<file path="config.mk">
export PLATFORM = sky130hd
export DESIGN_NAME = scwp_mirror
export DESIGN_NICKNAME = d
export VERILOG_FILES = /design/src/hw/rtl/scwp_pkg.sv /design/src/hw/rtl/scwp_mirror.sv
export SDC_FILE = /design/constraint.sdc
export NUM_CORES = 2
export LEC_CHECK = 0
export ABC_AREA = 0
export BUFFER_PORTS_ARGS = -buffer_cell sky130_fd_sc_hd__buf_4
export CAP_MARGIN = 10
export CORE_MARGIN = 3
export CORE_UTILIZATION = 42
export DETAILED_ROUTE_END_ITERATION = 7
export GPL_ROUTABILITY_DRIVEN = 0
export HOLD_SLACK_MARGIN = 0.1
export PLACE_DENSITY = 0.68
export SYNTH_ARGS = -nofsm -noshare
export SYNTH_HDL_FRONTEND = slang
export SYNTH_SLANG_ARGS = --single-unit
</file>
<file path="constraint.sdc">
create_clock -name clk -period 7.2 [get_ports clk]
set_input_delay 1.08 -clock clk [delete_from_list [all_inputs] [get_ports clk]]
set_output_delay 1.08 -clock clk [all_outputs]
set_load 0.03 [all_outputs]
</file>
<file path="src/hw/rtl/scwp_pkg.sv">
package scwp_pkg;

  // Fixed field widths
  localparam int WORD_W = 27;
  localparam int DATA_W = 8;
  localparam int ADDR_W = 16;
  localparam int PTR_W  = 12;
  localparam int SLOT_W = 3;

  // Store depth in bytes; must be a power of two
  localparam int CONFIG_DEPTH = 4096;
  // Slots 1..SLOT_COUNT carry a window
  localparam int SLOT_COUNT   = 7;

  localparam int STORE_AW  = $clog2(CONFIG_DEPTH);
  localparam int PTR_EXT_W = (STORE_AW > PTR_W) ? STORE_AW : PTR_W;
  localparam int ROW_W     = (SLOT_COUNT > 1) ? $clog2(SLOT_COUNT) : 1;

  // Window layout: offsets EC..FF of the slot I/O page
  localparam int WIN_SIZE  = 20;
  localparam int WIN_IDX_W = $clog2(WIN_SIZE);

  localparam logic [7:0] WIN_BASE = 8'hEC;
  localparam logic [7:0] OFF_PLO  = 8'hEC;
  localparam logic [7:0] OFF_PHI  = 8'hED;
  localparam logic [7:0] OFF_RDP  = 8'hEE;
  localparam logic [7:0] OFF_WRP  = 8'hEF;
  localparam logic [7:0] OFF_USR  = 8'hF0;
  localparam logic [7:0] OFF_SIG  = 8'hF8;
  localparam logic [7:0] OFF_TYPE = 8'hFB;
  localparam logic [7:0] OFF_DIG  = 8'hFD;

  localparam logic [WIN_IDX_W-1:0] IDX_PLO  = WIN_IDX_W'(OFF_PLO - WIN_BASE);
  localparam logic [WIN_IDX_W-1:0] IDX_PHI  = WIN_IDX_W'(OFF_PHI - WIN_BASE);
  localparam logic [WIN_IDX_W-1:0] IDX_RDP  = WIN_IDX_W'(OFF_RDP - WIN_BASE);
  localparam logic [WIN_IDX_W-1:0] IDX_WRP  = WIN_IDX_W'(OFF_WRP - WIN_BASE);
  localparam logic [WIN_IDX_W-1:0] IDX_USR  = WIN_IDX_W'(OFF_USR - WIN_BASE);
  localparam logic [WIN_IDX_W-1:0] IDX_SIG  = WIN_IDX_W'(OFF_SIG - WIN_BASE);
  localparam logic [WIN_IDX_W-1:0] IDX_TYPE = WIN_IDX_W'(OFF_TYPE - WIN_BASE);
  localparam logic [WIN_IDX_W-1:0] IDX_DIG  = WIN_IDX_W'(OFF_DIG - WIN_BASE);

  localparam logic [7:0] SIGNATURE [8] = '{8'h56, 8'h32, 8'h41, 8'h78,
                                           8'h43, 8'h78, 8'h30, 8'h30};
  localparam logic [7:0] DIGIT_BASE = 8'h30;

  // Reset-vector fetch keys on bus word bits 8..26, both control bits set
  localparam logic [18:0] SEQ_KEY_FC = {1'b0, 16'hFFFC, 2'b11};
  localparam logic [18:0] SEQ_KEY_FD = {1'b0, 16'hFFFD, 2'b11};
  localparam logic [18:0] SEQ_KEY_62 = {1'b0, 16'hFA62, 2'b11};

  typedef enum logic [2:0] {
    ST_CLEAR = 3'b001,
    ST_IDLE  = 3'b010,
    ST_EXEC  = 3'b100
  } ctl_state_t;

  typedef enum logic [3:0] {
    SEQ_IDLE = 4'b0001,
    SEQ_FC   = 4'b0010,
    SEQ_FD   = 4'b0100,
    SEQ_USB  = 4'b1000
  } seq_state_t;

  typedef logic [WIN_SIZE-1:0][DATA_W-1:0] win_row_t;

  // Row write request into the window mirror
  typedef struct packed {
    logic                en;
    logic [ROW_W-1:0]    row;
    logic [WIN_SIZE-1:0] be;
    win_row_t            data;
  } mir_wr_t;

  function automatic logic has_window(input logic [SLOT_W-1:0] slot);
    return (slot != '0) && (32'(slot) <= SLOT_COUNT);
  endfunction

  function automatic logic [ROW_W-1:0] row_of(input logic [SLOT_W-1:0] slot);
    logic [SLOT_W-1:0] dec;
    dec = slot - SLOT_W'(1);
    return has_window(slot) ? ROW_W'(dec) : '0;
  endfunction

  function automatic logic [STORE_AW-1:0] store_idx(input logic [PTR_W-1:0] ptr);
    logic [PTR_EXT_W-1:0] ext;
    ext = PTR_EXT_W'(ptr);
    return ext[STORE_AW-1:0];
  endfunction

  // Reset contents of one window byte
  function automatic logic [DATA_W-1:0] mir_default(input logic [WIN_IDX_W-1:0] k,
                                                    input logic [ROW_W-1:0]     row,
                                                    input logic [DATA_W-1:0]    type_id);
    logic [DATA_W-1:0]    res;
    logic [WIN_IDX_W-1:0] sidx;
    sidx = k - IDX_SIG;
    if (k < IDX_USR) begin
      res = '0;
    end else if (k < IDX_SIG) begin
      res = 8'hFF;
    end else if (k == IDX_TYPE) begin
      res = type_id;
    end else if (k == IDX_DIG) begin
      res = DIGIT_BASE + DATA_W'(row) + DATA_W'(1);
    end else begin
      res = SIGNATURE[sidx[2:0]];
    end
    return res;
  endfunction

endpackage

</file>
<file path="src/hw/rtl/scwp_mirror.sv">
module scwp_mirror (
  input  logic                   clk,
  input  logic                   rst_n,
  input  logic                   rd_en,
  input  logic [scwp_pkg::ROW_W-1:0]  rd_row,
  input  scwp_pkg::mir_wr_t      wr,
  input  logic                   type_load,
  input  logic [scwp_pkg::DATA_W-1:0] type_id,
  output scwp_pkg::win_row_t     rd_row_data
);
  import scwp_pkg::*;

  // One row per slot, one byte lane per window offset
  win_row_t                           mem [SLOT_COUNT];
  win_row_t                           rd_q_r;
  logic [ROW_W-1:0]                   rd_row_r;
  logic [SLOT_COUNT-1:0][WIN_SIZE-1:0] vld_r, vld_nxt;

  // Row memory: byte-lane write, registered read
  always_ff @(posedge clk) begin
    if (wr.en) begin
      for (int k = 0; k < WIN_SIZE; k++) begin
        if (wr.be[k]) begin
          mem[wr.row][k] <= wr.data[k];
        end
      end
    end
    if (rd_en) begin
      rd_q_r   <= mem[rd_row];
      rd_row_r <= rd_row;
    end
  end

  // Per-byte valid bits; a type load sends the type byte back to default
  always_comb begin
    vld_nxt = vld_r;
    if (wr.en) begin
      vld_nxt[wr.row] = vld_r[wr.row] | wr.be;
    end
    if (type_load) begin
      for (int r = 0; r < SLOT_COUNT; r++) begin
        vld_nxt[r][IDX_TYPE] = 1'b0;
      end
    end
  end

  always_ff @(posedge clk) begin
    if (!rst_n) begin
      vld_r <= '0;
    end else begin
      vld_r <= vld_nxt;
    end
  end

  // Bytes never written read as their reset contents
  always_comb begin
    for (int k = 0; k < WIN_SIZE; k++) begin
      rd_row_data[k] = vld_r[rd_row_r][k] ? rd_q_r[k]
                     : mir_default(WIN_IDX_W'(k), rd_row_r, type_id);
    end
  end

endmodule

</file>
==> impl_metrics.toml <==
[power]
p_sw_mw = 3.87
power_density_mw_per_mm2 = 269
p_clk_frac = 0.413
seqPwrFrac = 0.525
cellLeakagePower_nw = 22.2
combinationalPowerShare = 0.061
power_mw = 17.7
ir_worst_vdd_mv = 0.170
p_int_mw = 13.9
switching_share = 0.218

[logic_synthesis]
synth_cells = 3237
ys_seq_area_frac = 0.728
synthDistinctLibCells = 53
synthesis.nets = 3437
async_reset_ff_frac = 0
syn_area_mm2 = 0.0568
synth-seq-cells = 1423
synth_edf_count = 1283
synthFlopType = "edfxtp_1"
synth-warning-count = 0
synth.avg_cell_area_um2 = 17.5

[grt]
antenna_found_initial = 26
grt.overflow.total = 0
grt_max_degree = 176
grt_pass1_wl_um = 194000
grt_use_total = 0.186
grt_pass1_vias = 30200

[die]
fp.dieW_um = 374
rows = 134
initial_core_util = 0.425
die_h_um = 374
die-area_mm2 = 0.140
core_area_mm2 = 0.134
ios = 359

[flow_run]
drv_cap = 0

[routing]
wl_met2_um = 65800
drt_iter0_drc = 2466
vias = 29400
drc_errors = 0
postRouteAntennaNets = 1
met3_length_um = 7370
wl_per_cell_um = 23.9
routed.top_layer = "met5"
vias_per_cell = 5.35
m1WireLength_um = 54700
routed_wl_um = 131000
drt-pass1-iter-count = 8

[final_layout]
drive_gt1_frac = 0.291
area_delta_synth_final_pct = 15.8
nFillCells = 11100
nets = 3777

[critical_path]
required_ns = 6.12
arrival_ns = 3.54
worstPathCellList = "buf_4 > nor2b_2 > buf_4 > o2bb2ai_1 > mux2i_4 > or2_2 > buf_4"
crit_type = "reg2out"
critPathMostFrequentCell = "buf_4"
r2r_start = "vld_r[98]"
end_kind = "primary output"
critical_path.slowest_cell = "nor2b_2"
slowest_delay_ns = 0.73
cp-startpoint = "rd_row_r[0]"
cp_max_fo = 23
critPathLaunchType = "flip-flop"

[cts]
postCtsSetupBuffers = 0
cts_tree = "yes"
clkSlewWorstSetupHoldPaths_ns = 0.06
cts_hold_buf = 0
cts_made_buffers = 147
clock-sinks = 1423
insertion_delay_ns = 0.78
clock_path_buffers = 3
cts-resized-gates = 0
cts_root_buf = "clkbuf_16"
htreeDepth = 4

[timing]
layout_min_cycle_time_ns = 4.62
tns_ns = 0
relSlewSlack = 0.275
tightestPinTransition_ns = 1.09
slew_viol_final = 0
hold_viol_final = 0
fmax_mhz = 216
skew_ns = 0.0259
rsz0062_at_grt = "false"
fin_crit_sh = 0.642
finalSetupViolations = 0

[worst_hold_path]
hp-class = "reg2reg"
hold_start = "vld_r[30]"

[status]
status = "finished with violations"
violations = "antenna violations"

[place]
placement.io_buffers = 358
dp_hpwl_um = 80100
==> cells in the final DEF, fill, tap and decap left out, types with 5 or more instances in the layout <==
| master | n |
|---|---|
| dfxtp_1 | 140 |
| a21oi_1 | 80 |
| a22oi_1 | 16 |
| mux2i_1 | 198 |
| buf_4 | 381 |
| and2_1 | 139 |
| clkinv_2 | 16 |
| mux2i_4 | 8 |
| o2bb2ai_1 | 29 |
| o21a_1 | 8 |
| nor2b_1 | 51 |
| a221oi_1 | 6 |
| a221oi_2 | 6 |
| diode_2 | 24 |
| and2b_1 | 19 |
| nor2_1 | 39 |
| nand2b_1 | 9 |
| mux4_2 | 177 |
| mux2_2 | 190 |
| a211oi_1 | 35 |
| or2_2 | 69 |
| edfxtp_1 | 1283 |
| o21ai_0 | 256 |
| mux2i_2 | 9 |
| clkbuf_16 | 150 |
| or2_1 | 12 |
| clkbuf_8 | 7 |
| nand3b_1 | 6 |
| o221a_2 | 5 |
| buf_12 | 6 |
| inv_6 | 5 |
| inv_1 | 6 |
| bufinv_16 | 7 |
| clkinv_1 | 31 |
| nand3_1 | 6 |
| a31oi_1 | 28 |
| clkbuf_1 | 42 |
| nand2_1 | 164 |
==> worst max-delay path, delay by kind of cell, from the launching register on <==
kind | cells | cell delay [ns]
AO/OA/AOI/OAI | 1 | 0.18
buffers and inverters | 3 | 0.92
AND/OR/NAND/NOR | 2 | 1.16
multiplexers | 1 | 0.17
flip-flops | 1 | 0.34
==> sequential cells by signal, summed over array words and instances, names as in the netlist <==
signal    count
rd_q_r      160
vld_r       140
mem        1120
rd_row_r      3
==> kinds of logic after synthesis <==
family	count (synthesis)	synth area share
buf+inv	207	0.0192
compound gates	487	0.0527
mux	585	0.149
flops	1423	0.728
fa+ha+maj	1	0.000220
simple gates	534	0.0509
==> power by group through the flow <==
| stage | sequential, mW | clock, mW | combinational (mW) |
|---|---|---|---|
| 6_report | 9.31 | 7.33 | 1.09 |
| 5_1_grt | 9.33 | 7.83 | 1.18 |
| 4_1_cts | 9.32 | 7.50 | 1.11 |
| 3_5_place_dp | 9.49 | 0 | 1.10 |
| 3_3_place_gp | 9.48 | 0 | 1.08 |
| 2_1_floorplan | 9.46 | 0 | 0.661 |
==> path summary, 6_finish.rpt <==
| check | depth (start not counted) | slack (ns) | to |
|---|---|---|---|
| hold reg to reg | 2 | 0.50 | vld_r[30] |
| hold / removal | 2 | 0.50 | vld_r[30] |
| setup / recovery | 7 | 2.58 | rd_row_data[109] |
| setup reg to reg | 4 | 5.59 | vld_r[38] |
==> final cells by class <==
class,instances,area [µm²],share of cell area
inverter,6,22.5,0.000342
clock inverter,73,688,0.0105
tap,1768,2210,0.0336
antenna,24,60.1,0.000913
sequential,1423,41300,0.628
timing repair buffer,392,3050,0.0463
clock buffer,197,3980,0.0605
multi-input combinational,1607,14500,0.220
==> through the flow <==
stage	setup slack, ns	instances	utilization	hold WS [ns]	area, µm²
after floorplan	4.03	3237	-	0.458	56800
after global placement	2.93	5194	0.456	0.475	61100
after detailed placement	2.80	5194	0.456	0.483	61100
after CTS	2.46	5464	0.491	0.446	65700
after global routing	2.38	5478	0.492	0.470	65800
final	2.58	5490	0.492	0.498	65800
==> synthesized netlist by cell type (5+ instances only) <==
| cell type | count | area, µm² |
|---|---|---|
| edfxtp_1 | 1283 | 38500 |
| o21ai_0 | 256 | 1280 |
| mux2i_1 | 199 | 1990 |
| mux2_2 | 190 | 2140 |
| mux4_2 | 177 | 3990 |
| nand2_1 | 164 | 616 |
| dfxtp_1 | 140 | 2800 |
| and2_1 | 139 | 870 |
| clkbuf_1 | 100 | 375 |
| a21oi_1 | 80 | 400 |
| or2_2 | 69 | 432 |
| buf_2 | 57 | 285 |
| nor2b_1 | 53 | 332 |
| nor2_1 | 39 | 146 |
| a211oi_1 | 35 | 263 |
| o2bb2ai_1 | 29 | 254 |
| a31oi_1 | 28 | 175 |
| buf_6 | 22 | 248 |
| buf_4 | 20 | 150 |
| and2b_1 | 19 | 143 |
| a22oi_1 | 16 | 120 |
| or2_1 | 12 | 75.1 |
| nand2b_1 | 9 | 56.3 |
| mux2i_2 | 8 | 110 |
| mux2i_4 | 8 | 180 |
| o21a_1 | 8 | 60.1 |
| a221oi_1 | 6 | 52.6 |
| a221oi_2 | 6 | 90.1 |
| inv_1 | 6 | 22.5 |
| nand3_1 | 6 | 30.0 |
| nand3b_1 | 6 | 45.0 |
| and3_1 | 5 | 31.3 |
| o221a_2 | 5 | 56.3 |
==> routing by layer <==
layer | vias to the layer above | global-route usage
met5 | - | 0
met4 | 4 | 0.0630
met3 | 175 | 0.0362
met2 | 835 | 0.310
met1 | 15000 | 0.246
li1 | 13400 | -
Power figures use the tool's default switching activity.
